**src/rtl/glw_pkg.sv**
```systemverilog
// shared types and constants for the greedy text line wrapper
`default_nettype none

package glw_pkg;

    // text offsets wrap at this width
    localparam int OFFSET_W = 16;

    localparam int CHAR_W   = 8;
    localparam int COLS_W   = 8;
    localparam int LIMIT_W  = 16;
    localparam int START_W  = 16;
    localparam int LEN_W    = 8;
    localparam int CFG_W    = 16;
    localparam int CFG_IDX_W = 1;

    localparam logic [COLS_W-1:0]  COLS_RESET  = COLS_W'(41);
    localparam logic [LIMIT_W-1:0] LIMIT_RESET = LIMIT_W'(2048);

    localparam logic [CHAR_W-1:0] NL_CODE = CHAR_W'(10);
    localparam logic [CHAR_W-1:0] SP_CODE = CHAR_W'(32);

    // configuration register indexes
    localparam logic [CFG_IDX_W-1:0] REG_COLUMNS    = CFG_IDX_W'(0);
    localparam logic [CFG_IDX_W-1:0] REG_LINE_LIMIT = CFG_IDX_W'(1);

    // result queue depth
    localparam int QUEUE_DEPTH = 4;
    localparam int QPTR_W      = $clog2(QUEUE_DEPTH);
    localparam int QCNT_W      = $clog2(QUEUE_DEPTH + 1);

    typedef struct packed {
        logic                limit_reached;
        logic                run_last;
        logic [LEN_W-1:0]    line_length;
        logic [START_W-1:0]  line_start;
    } res_t;

endpackage

`default_nettype wire

```
**src/rtl/greedy_text_line_wrapper.sv**
```systemverilog
// top level of the greedy text line wrapper
`default_nettype none

// Greedy text line wrapper. Text bytes enter one per item on the s_axis side
// and every visual line leaves as a start offset and a length on the m_axis
// side, with tlast set on the last line that one input item produced. A byte
// item is taken in every cycle as long as the four-entry result queue holds
// two results or fewer, and a line is written into the result queue when the
// item that ends it is taken. An item ends at most one line, except for a wrap
// followed by the end of the body, which puts two results in the queue. The
// output port drains one result per cycle while m_axis_tready is high, so the
// sustained rate is one item per cycle while items end at most one line each,
// and lower when every item closes two lines. The wrap decision is one pass of
// small counter logic from the state registers to the queue. The user must write
// columns and line_limit through the cfg port only while idle; the block does not check.

module greedy_text_line_wrapper (
    input  wire                              clk,
    input  wire                              rst_n,
    // configuration write port
    input  wire                              cfg_we,
    input  wire [glw_pkg::CFG_IDX_W-1:0]     cfg_index,
    input  wire [glw_pkg::CFG_W-1:0]         cfg_data,
    // text byte items
    input  wire                              s_axis_tvalid,
    output logic                             s_axis_tready,
    input  wire [7:0]                        s_axis_tdata,   // char_code
    input  wire [0:0]                        s_axis_tuser,   // char_present
    input  wire                              s_axis_tlast,   // text_end
    // line items
    output logic                             m_axis_tvalid,
    input  wire                              m_axis_tready,
    output logic [23:0]                      m_axis_tdata,   // line_start, line_length
    output logic                             m_axis_tlast,   // run_last
    output logic [0:0]                       m_axis_tuser    // limit_reached
);
    import glw_pkg::*;

    // configuration registers
    logic [COLS_W-1:0]   columns_reg;
    logic [LIMIT_W-1:0]  limit_reg;

    // body tracking state
    logic [OFFSET_W-1:0] pos_reg,    pos_next;
    logic [OFFSET_W-1:0] start_reg,  start_next;
    logic [LEN_W-1:0]    count_reg,  count_next;
    logic [LEN_W-1:0]    spoff_reg,  spoff_next;
    logic                seen_reg,   seen_next;
    logic [LIMIT_W-1:0]  lines_reg,  lines_next;

    logic                in_fire;
    logic                present;
    logic [CHAR_W-1:0]   char_code;
    logic [COLS_W-1:0]   cols;
    logic                full;
    logic                is_nl;
    logic                add_char;
    logic [LEN_W-1:0]    base_count;

    // first line: ended by this byte
    logic                end_a;
    logic                emit_a;
    logic [START_W-1:0]  start_a;
    logic [LEN_W-1:0]    len_a;
    logic [LIMIT_W-1:0]  lines_a;

    // second line: pending text closed by the end of the body
    logic                emit_b;
    logic [LIMIT_W-1:0]  lines_b;

    res_t                res_a, res_b, first_item, out_item;
    logic                q_room, q_valid;

    assign in_fire   = s_axis_tvalid && s_axis_tready;
    assign present   = s_axis_tuser[0];
    assign char_code = s_axis_tdata;

    // zero columns act as one column
    assign cols  = (columns_reg == '0) ? COLS_W'(1) : columns_reg;
    // a line at or past the column count is full, also after columns drop
    assign full  = (count_reg >= cols);
    assign is_nl = (char_code == NL_CODE);

    always_ff @(posedge clk or negedge rst_n)
    begin
        if (!rst_n)
        begin
            columns_reg <= COLS_RESET;
            limit_reg   <= LIMIT_RESET;
        end
        else if (cfg_we)
        begin
            case (cfg_index)
                REG_COLUMNS:    columns_reg <= cfg_data[COLS_W-1:0];
                REG_LINE_LIMIT: limit_reg   <= cfg_data[LIMIT_W-1:0];
                default:        ;
            endcase
        end
    end

    always_comb
    begin
        pos_next   = pos_reg;
        start_next = start_reg;
        count_next = count_reg;
        spoff_next = spoff_reg;
        seen_next  = seen_reg;
        end_a      = 1'b0;
        start_a    = start_reg;
        len_a      = count_reg;
        add_char   = 1'b0;
        base_count = count_reg;

        if (present)
        begin
            if (is_nl)
            begin
                // newline ends the line and is consumed
                end_a      = 1'b1;
                start_next = pos_reg + OFFSET_W'(1);
                count_next = '0;
                seen_next  = 1'b0;
                spoff_next = '0;
            end
            else if (full && seen_reg && (spoff_reg != '0))
            begin
                // break after the last space, carry the rest over
                end_a      = 1'b1;
                len_a      = spoff_reg;
                start_next = start_reg + OFFSET_W'(spoff_reg) + OFFSET_W'(1);
                base_count = count_reg - spoff_reg - LEN_W'(1);
                seen_next  = 1'b0;
                spoff_next = '0;
                add_char   = 1'b1;
            end
            else if (full)
            begin
                // hard cut at the column count
                end_a      = 1'b1;
                start_next = pos_reg;
                base_count = '0;
                seen_next  = 1'b0;
                spoff_next = '0;
                add_char   = 1'b1;
            end
            else
            begin
                add_char   = 1'b1;
            end

            if (add_char)
            begin
                if (char_code == SP_CODE)
                begin
                    spoff_next = base_count;
                    seen_next  = 1'b1;
                end
                count_next = base_count + LEN_W'(1);
            end
            pos_next = pos_reg + OFFSET_W'(1);
        end

        // line limit gating, counted in order of the two lines
        emit_a  = end_a && (lines_reg < limit_reg);
        lines_a = lines_reg + LIMIT_W'(emit_a);
        emit_b  = s_axis_tlast && (count_next != '0) && (lines_a < limit_reg);
        lines_b = lines_a + LIMIT_W'(emit_b);
        lines_next = lines_b;

        res_a.line_start    = start_a[START_W-1:0];
        res_a.line_length   = len_a;
        res_a.run_last      = !emit_b;
        res_a.limit_reached = (lines_a >= limit_reg);

        res_b.line_start    = start_next[START_W-1:0];
        res_b.line_length   = count_next;
        res_b.run_last      = 1'b1;
        res_b.limit_reached = (lines_b >= limit_reg);

        // end of body: back to a fresh body
        if (s_axis_tlast)
        begin
            pos_next   = '0;
            start_next = '0;
            count_next = '0;
            spoff_next = '0;
            seen_next  = 1'b0;
            lines_next = '0;
        end
    end

    always_ff @(posedge clk or negedge rst_n)
    begin
        if (!rst_n)
        begin
            pos_reg   <= '0;
            start_reg <= '0;
            count_reg <= '0;
            spoff_reg <= '0;
            seen_reg  <= 1'b0;
            lines_reg <= '0;
        end
        else if (in_fire)
        begin
            pos_reg   <= pos_next;
            start_reg <= start_next;
            count_reg <= count_next;
            spoff_reg <= spoff_next;
            seen_reg  <= seen_next;
            lines_reg <= lines_next;
        end
    end

    // pack results so the first queue slot always holds the earlier line
    assign first_item = emit_a ? res_a : res_b;

    glw_queue u_queue (
        .clk       (clk),
        .rst_n     (rst_n),
        .push_a    (in_fire && (emit_a || emit_b)),
        .item_a    (first_item),
        .push_b    (in_fire && emit_a && emit_b),
        .item_b    (res_b),
        .pop       (m_axis_tready),
        .out_valid (q_valid),
        .out_item  (out_item),
        .room      (q_room)
    );

    assign s_axis_tready = q_room;
    assign m_axis_tvalid = q_valid;
    assign m_axis_tdata  = {out_item.line_length, out_item.line_start};
    assign m_axis_tlast  = out_item.run_last;
    assign m_axis_tuser  = out_item.limit_reached;

endmodule

`default_nettype wire

```
**src/rtl/glw_queue.sv**
```systemverilog
// result queue that takes up to two items per cycle and gives one
`default_nettype none

module glw_queue (
    input  wire                 clk,
    input  wire                 rst_n,
    input  wire                 push_a,
    input  glw_pkg::res_t       item_a,
    input  wire                 push_b,
    input  glw_pkg::res_t       item_b,
    input  wire                 pop,
    output logic                out_valid,
    output glw_pkg::res_t       out_item,
    output logic                room
);
    import glw_pkg::*;

    res_t              mem_reg [QUEUE_DEPTH];
    logic [QPTR_W-1:0] wr_ptr_reg, wr_ptr_next;
    logic [QPTR_W-1:0] rd_ptr_reg, rd_ptr_next;
    logic [QCNT_W-1:0] count_reg, count_next;
    logic              do_pop;

    assign out_valid = (count_reg != '0);
    assign out_item  = mem_reg[rd_ptr_reg];
    // room for two more items, so one input can always be taken
    assign room      = (count_reg <= QCNT_W'(QUEUE_DEPTH - 2));
    assign do_pop    = pop && out_valid;

    always_comb
    begin
        wr_ptr_next = wr_ptr_reg + QPTR_W'(push_a) + QPTR_W'(push_b);
        rd_ptr_next = rd_ptr_reg + QPTR_W'(do_pop);
        count_next  = count_reg + QCNT_W'(push_a) + QCNT_W'(push_b) - QCNT_W'(do_pop);
    end

    always_ff @(posedge clk or negedge rst_n)
    begin
        if (!rst_n)
        begin
            wr_ptr_reg <= '0;
            rd_ptr_reg <= '0;
            count_reg  <= '0;
        end
        else
        begin
            wr_ptr_reg <= wr_ptr_next;
            rd_ptr_reg <= rd_ptr_next;
            count_reg  <= count_next;
        end
    end

    always_ff @(posedge clk)
    begin
        if (push_a)
        begin
            mem_reg[wr_ptr_reg] <= item_a;
        end
        if (push_b)
        begin
            mem_reg[wr_ptr_reg + QPTR_W'(1)] <= item_b;
        end
    end

endmodule

`default_nettype wire

```
**config.mk**
```make
export PLATFORM = sky130hd
export DESIGN_NAME = greedy_text_line_wrapper
export DESIGN_NICKNAME = d
export VERILOG_FILES = /design/src/rtl/glw_pkg.sv /design/src/rtl/greedy_text_line_wrapper.sv /design/src/rtl/glw_queue.sv
export SDC_FILE = /design/constraint.sdc
export NUM_CORES = 1
export LEC_CHECK = 0
export BUFFER_PORTS_ARGS = -buffer_cell sky130_fd_sc_hd__buf_2
export CORE_ASPECT_RATIO = 0.5
export CORE_MARGIN = 8
export CORE_UTILIZATION = 45
export CTS_CLUSTER_SIZE = 14
export DETAILED_ROUTE_END_ITERATION = 12
export GPL_TIMING_DRIVEN = 1
export PLACE_DENSITY_LB_ADDON = 0.05
export SYNTH_ARGS = -nofsm -noshare
export SYNTH_HDL_FRONTEND = slang
export SYNTH_HIERARCHICAL = 1
export SYNTH_SLANG_ARGS = --single-unit
```
**constraint.sdc**
```tcl
create_clock -name clk -period 14.3 [get_ports clk]
set_input_delay 2.86 -clock clk [delete_from_list [all_inputs] [get_ports clk]]
set_output_delay 2.86 -clock clk [all_outputs]
set_load 0.1 [all_outputs]
```
==> metrics.yaml, run 1 <==
clock_network:
  cts_hold_buf: 0
  clock_latency_ns: 0.46
  cts.sinks: 200
  cts-root-buf: "clkbuf_16"
  h-tree-depth: 4
  cts_tree: "yes"
  cts_made_buffers: 17
  post_cts_resized: 0
  clockBufferDepth: 2
  clkTransAtPathRegs_ns: 0.08
  cts_setup_buffers: 0
pwr:
  p_int_mw: 1.23
  power_mw: 2.29
  p_leak_nw: 6.31
  seqPwrFrac_pct: 33.1
  vdd_ir_drop_max_v: 0.0000933
  clkPwrFrac_pct: 22.0
  p_comb_share_pct: 44.9
  switching_power_mw: 1.06
  swShare_pct: 46.2
  power_density_nw_per_um2: 155
setup_path:
  criticalPathCategory: "in -> reg"
  critPathMaxFanout: 26
  critPathBufInv: 5
  worstRegToRegCells: 40
  required_ns: 14.51
  end_kind: "flip-flop"
  slowest_delay_ns: 0.54
  cp_slowest_cell: "or4_4"
  cp_top_family: "simple AND/OR/NAND/NOR gates"
  worst_ep_arrival_time_ns: 11.50
  cp_common_cell: "ha_1"
  ff2ff_setup_slack_ns: 4.23
  rr_endpoint: "u_queue/mem_reg[2][25]$_DFFE_PP_"
  r2r-start: "columns_reg[6]$_DFFE_PN0P_"
  start_kind: "input port"
sta:
  slew_headroom_pct: 32.6
  finalHoldViolations: 0
  hold_ws_ns: 0.507
  skew_ns: 0.0127
  slew_violations: 0
  finalCriticalPeriod_ns: 11.29
  max_freq_mhz: 88.6
  rsz0062_at_grt: "no"
  fin_setup_tns_ns: 0
  finalWorstSetupSlack_ns: 3.01
  min_period_over_period_pct: 78.9
  worst_pin_slew_ns: 1.01
  setup_viol_count_final: 0
place:
  gp_congestion: 0.890
  hpwl_mm: 28.4
  dp_worst_setup_slack_ns: 2.72
  io_buffers: 59
cells_and_area:
  largest_reg_flops: 104
  antenna_cells: 0
  synthToLayoutAreaGrowth_pct: 9.18
  nets: 1401
  fin_util_pct: 49.4
  nFillCells: 2758
  drive_above_1_share_pct: 24.4
die:
  die_w_um: 261
  die_area_um2: 36200
  placeableCoreArea_um2: 30000
  fp-row-count: 45
  start_util_pct: 45.2
  pin_count: 60
  die_height_um: 139
logic_synthesis:
  async_flop_share_pct: 48.0
  yosysUniqueCellTypes: 92
  avgSynthCellArea_um2: 10.8
  synth_enable_flop_cells: 104
  syn_inst: 1252
  synth.yosys.warnings: 6
  synth-main-ff-cell: "edfxtp_1"
  synth_area_um2: 13500
  synth_seq_cells: 200
  synth_seq_area_share_pct: 40.8
global_routing:
  grt_antenna_before_repair: 0
  use_met2_pct: 28.3
  grt_pass1_vias: 9949
  met3_usage_pct: 5.56
  overflow: 0
  grt_pass1_wl_mm: 61.0
  grtUsageMet1_pct: 35.1
  grt_max_degree: 58
  track_usage_pct: 21.7
  grt_busiest_layer: "met1"
routing:
  wl_per_cell_um: 23.0
  drt_wl_total_mm: 39.0
  vias_per_cell: 6.00
  ant_nets: 0
  vias: 10200
  drtIter0Drc: 891
  dr.pass1.iters: 5
  drc: 0
status:
  status: "finished clean"
hold_path:
  min_from: "limit_reg[8]$_DFFE_PN0P_"
  hold-path-endpoint: "limit_reg[8]$_DFFE_PN0P_"
  hold_class: "reg -> reg"
  hold_path_depth: 1
run:
  drv_cap: 0
## cell type report
class,instances,area (µm²),share of cell area [%]
clock buffer,17,425,2.88
multi-input combinational,919,7470,50.5
sequential,200,5530,37.4
inverter,71,267,1.80
timing repair buffer,76,425,2.88
clock inverter,15,174,1.18
tap,399,499,3.38
## worst max path at each step
stage	start	endpoint	slack, ns	depth (start not counted)
after global placement	s_axis_tdata[2]	u_queue/mem_reg[0][25]$_DFFE_PP_	3.05	35
after floorplan	s_axis_tdata[2]	u_queue/mem_reg[3][25]$_DFFE_PP_	4.07	37
after global routing	s_axis_tdata[2]	u_queue/mem_reg[2][25]$_DFFE_PP_	2.50	36
after CTS	s_axis_tdata[2]	u_queue/mem_reg[2][25]$_DFFE_PP_	3.19	36
after detailed placement	s_axis_tdata[2]	u_queue/mem_reg[2][25]$_DFFE_PP_	2.72	36
final	s_axis_tdata[2]	u_queue/mem_reg[2][25]$_DFFE_PP_	3.01	36
## cells in the mapped netlist, drive strengths merged (6+ instances only)
master  number  area share, %
a211oi      12           0.70
a21o        24            1.3
a21oi       53            2.0
a22o        35            2.3
a31oi        8           0.37
and2        12           0.55
and3        13           0.60
buf         29            1.4
clkbuf      36            1.0
dfrtp       92             17
edfxtp     104             23
ha          79            7.3
inv         71            2.0
mux2       142             12
mux2i        8           0.59
mux4        26            4.3
nand2      103            3.0
nand2b       7           0.32
nand3       28            1.1
nand4       13           0.60
nor2        68            2.0
nor2b       11           0.51
nor3        13           0.48
nor4         8           0.42
o21a         6           0.33
o21ai       80            3.0
o22ai       11           0.51
o31ai       12           0.67
or3          6           0.28
xnor2       31            2.0
xor2        21            1.4
## power by group through the flow
| stage | clock [mW] | sequential [mW] | combinational [mW] |
|---|---|---|---|
| after floorplan | 0 | 0.718 | 0.855 |
| after global placement | 0 | 0.771 | 1.02 |
| after detailed placement | 0 | 0.772 | 1.02 |
| after CTS | 0.513 | 0.759 | 1.03 |
| after global routing | 0.535 | 0.771 | 1.09 |
| final | 0.502 | 0.757 | 1.03 |
## cells by family after synthesis
kind of cell               synth area share, %
buffers and inverters                     4.40
AOI/OAI and AO/OA                         15.1
muxes                                     16.9
other                                   0.0277
adders and majority gates                 8.04
DFF                                       40.8
and+or+nand+nor                           11.3
xor gates and xnor gates                  3.36
## cells in the final DEF, fill, tap and decap left out, types with 17 or more instances in the layout
| cell type | instances |
|---|---|
| mux2_2 | 136 |
| edfxtp_1 | 104 |
| nand2_1 | 100 |
| dfrtp_1 | 91 |
| ha_1 | 79 |
| o21ai_0 | 75 |
| inv_1 | 70 |
| nor2_1 | 64 |
| buf_2 | 58 |
| a21oi_1 | 50 |
| a22o_1 | 35 |
| xnor2_1 | 31 |
| nand3_1 | 27 |
| mux4_2 | 26 |
| a21o_1 | 24 |
| xor2_1 | 21 |
| buf_4 | 18 |
| clkbuf_16 | 17 |
## per-stage QoR
stage          instances  area, µm²
3_3_place_gp        1665      14200
5_1_grt             1697      14800
6_report            1697      14800
3_5_place_dp        1665      14200
2_1_floorplan       1255      13600
4_1_cts             1697      14800
## metal layers
| metal | vias up | wire length [µm] |
|---|---|---|
| li1 | 4768 | - |
| met5 | - | 0 |
| met3 | 20 | 3380 |
| met4 | 0 | 292 |
| met1 | 4993 | 20200 |
| met2 | 395 | 15100 |
Power figures use the tool's default switching activity.
==> run 2, diff against run 1 <==
==> constraint.sdc (replaced) <==
create_clock -name clk -period 10.75 [get_ports clk]
set_input_delay 2.15 -clock clk [delete_from_list [all_inputs] [get_ports clk]]
set_output_delay 2.15 -clock clk [all_outputs]
set_load 0.1 [all_outputs]
==> run 2 against run 1 <==
Clock skew rose by 0.0066 ns; die area did not move; highest routed layer unchanged; global-route usage rose by 0.20 points; worst hold slack improved by 0.0055 ns; core utilization rose by 0.18 points; largest power group unchanged; register-to-register slack got worse by 2.9 ns; combinational power rose by 32%.
==> metrics.yaml, run 2 (synthesis gave the netlist of run 1 again) <==
global_routing:
  grt_pass1_vias: 10000  # was 9949
  track_usage_pct: 21.9  # was 21.7%
  overflow: 0  # unchanged
  grt_max_degree: 67  # was 58
  grt_antenna_before_repair: 0  # unchanged
  grt_pass1_wl_mm: 61.5  # was 61.0 mm
setup_path:
  criticalPathCategory: "in -> reg"  # unchanged
  end_kind: "flip-flop"  # unchanged
  cp_common_cell: "ha_1"  # unchanged
  slowest_delay_ns: 0.55  # was 0.54 ns
  required_ns: 10.96  # was 14.51 ns
  critPathMaxFanout: 10  # was 26
  cp_top_family: "simple AND/OR/NAND/NOR gates"  # unchanged
  worst_ep_arrival_time_ns: 10.21  # was 11.50 ns
  critPathBufInv: 3  # was 5
  cp_slowest_cell: "or4_4"  # unchanged
  start_kind: "input port"  # unchanged
die:
  die_w_um: 261  # unchanged
  placeableCoreArea_um2: 30000  # unchanged
  pin_count: 60  # unchanged
  start_util_pct: 45.2  # unchanged
  die_height_um: 139  # unchanged
  die_area_um2: 36200  # unchanged
  fp-row-count: 45  # unchanged
cells_and_area:
  final_area_um2: 14800  # about the same
  synthToLayoutAreaGrowth_pct: 9.58  # was 9.18%
  fin_util_pct: 49.6  # was 49.4%
  fin_cells: 1699  # was 1697
  regArea_um2: 5530  # unchanged
  multiInputGateArea_um2: 7470  # about the same
  final_common_cell: "mux2_2"  # unchanged
  nets: 1403  # was 1401
  largest_reg_flops: 104  # unchanged
  drive_above_1_share_pct: 24.5  # was 24.4%
  antenna_cells: 0  # unchanged
  mostFrequentLayoutCells: "136 x mux2_2, 104 x edfxtp_1, 101 x nand2_1"  # was 136 x mux2_2, 104 x edfxtp_1, 100 x nand2_1
  nFillCells: 2745  # was 2758
routing:
  vias_per_cell: 6.08  # was 6.00
  wl_met1_mm: 21.1  # was 20.2 mm
  wl_per_cell_um: 23.2  # was 23.0 µm
  wl_met2_mm: 15.2  # was 15.1 mm
  ant_nets: 0  # unchanged
  drtIter0Drc: 922  # was 891
  dr.pass1.iters: 8  # was 5
  drt_wl_total_mm: 39.4  # was 39.0 mm
  drc: 0  # unchanged
  vias: 10300  # was 10200
  highest_layer: "met4"  # unchanged
  wl_met3_mm: 2.75  # was 3.38 mm
run:
  drv_cap: 0  # unchanged
clock_network:
  cts_hold_buf: 0  # unchanged
  cts.sinks: 200  # unchanged
  post_cts_resized: 0  # unchanged
  cts_setup_buffers: 0  # unchanged
  clockBufferDepth: 2  # unchanged
  cts-root-buf: "clkbuf_16"  # unchanged
  cts_made_buffers: 17  # unchanged
  cts_tree: "yes"  # unchanged
  clkTransAtPathRegs_ns: 0.09  # was 0.08 ns
  h-tree-depth: 4  # unchanged
  clock_latency_ns: 0.47  # was 0.46 ns
sta:
  hold_ws_ns: 0.513  # was 0.507 ns
  finalCriticalPeriod_ns: 10.0
  fin_setup_tns_ns: 0  # unchanged
  worst_pin_slew_ns: 1.07  # was 1.01 ns
  setup_viol_count_final: 0  # unchanged
  finalWorstSetupSlack_ns: 0.750  # was 3.01 ns
  rsz0062_at_grt: "no"  # unchanged
  finalHoldViolations: 0  # unchanged
  slew_headroom_pct: 28.8  # was 32.6%
  max_freq_mhz: 100
  skew_ns: 0.0192  # was 0.0127 ns
  min_period_over_period_pct: 93.0
  slew_violations: 0  # unchanged
hold_path:
  hold_class: "reg -> reg"  # unchanged
place:
  dp_cells: 1667  # was 1665
  dp_worst_setup_slack_ns: 0.264  # was 2.72 ns
  io_buffers: 59  # unchanged
  hpwl_mm: 28.5  # was 28.4 mm
  gp_congestion: 0.918  # was 0.890
  place_area_um2: 14200  # about the same
pwr:
  vdd_ir_drop_max_v: 0.000151  # was 0.0000933 V
  p_leak_nw: 6.33  # was 6.31 nW
  power_density_nw_per_um2: 208  # was 155 nW/µm²
  power_mw: 3.09  # was 2.29 mW
status:
  status: "finished clean"  # unchanged
[run 2: changes by cell type in the layout (fill, tap and decap cells not counted), sizes merged]
| cell | previous run | this run |
|---|---|---|
| inv | 80 | 77 |
| clkinvlp | 1 | 0 |
| buf | 76 | 78 |
| clkbuf | 17 | 18 |
| bufinv | 0 | 2 |
| clkinv | 5 | 6 |
[run 2: area by class of cell]
class | count | share of cell area [%]
timing repair buffer | 78 | 2.97
multi-input combinational | 919 | 50.3
inverter | 71 | 1.80
tap | 399 | 3.36
clock buffer | 18 | 2.89
sequential | 200 | 37.3
clock inverter | 14 | 1.40
[run 2: final timing paths]
kind / cells after the start / end / startpoint / slack, ns
worst max-delay path: 34 / u_queue/mem_reg[0][25]$_DFFE_PP_ / s_axis_tdata[2] / 0.75
worst min-delay path: 1 / limit_reg[8]$_DFFE_PN0P_ / limit_reg[8]$_DFFE_PN0P_ / 0.51
worst max register to register: 38 / u_queue/mem_reg[0][25]$_DFFE_PP_ / columns_reg[2]$_DFFE_PN0P_ / 1.34
worst min register to register: 1 / limit_reg[8]$_DFFE_PN0P_ / limit_reg[8]$_DFFE_PN0P_ / 0.51
max in group asynchronous: 2 / columns_reg[4]$_DFFE_PN0P_ / rst_n / 7.83
min in group asynchronous: 1 / limit_reg[12]$_DFFE_PN0P_ / rst_n / 1.61
[run 2: worst reg2reg max path: cells and delay by family, from the launching register on]
family / cells / cell delay, ns
AND/OR/NAND/NOR: 12 / 2.56
XOR/XNOR: 2 / 0.45
adder cells (fa/ha/maj): 6 / 1.43
multiplexers: 2 / 0.59
buffers and inverters: 2 / 0.28
AO/OA/AOI/OAI: 14 / 3.48
flip-flops: 1 / 0.40
[run 2: routing by layer]
metal	GRT usage, %	up-vias
li1	-	4767
met1	35.9	5201
met2	28.7	335
met3	4.36	28
met4	4.42	0
met5	0	-
[run 2: report_power, final]
part | switching, mW | total [mW] | internal [mW] | leakage, nW
Combinational | 0.948 | 1.36 | 0.416 | 3.80
Sequential | 0.106 | 1.01 | 0.904 | 2.23
Clock | 0.350 | 0.711 | 0.361 | 0.308
Total | 1.40 | 3.09 | 1.68 | 6.33
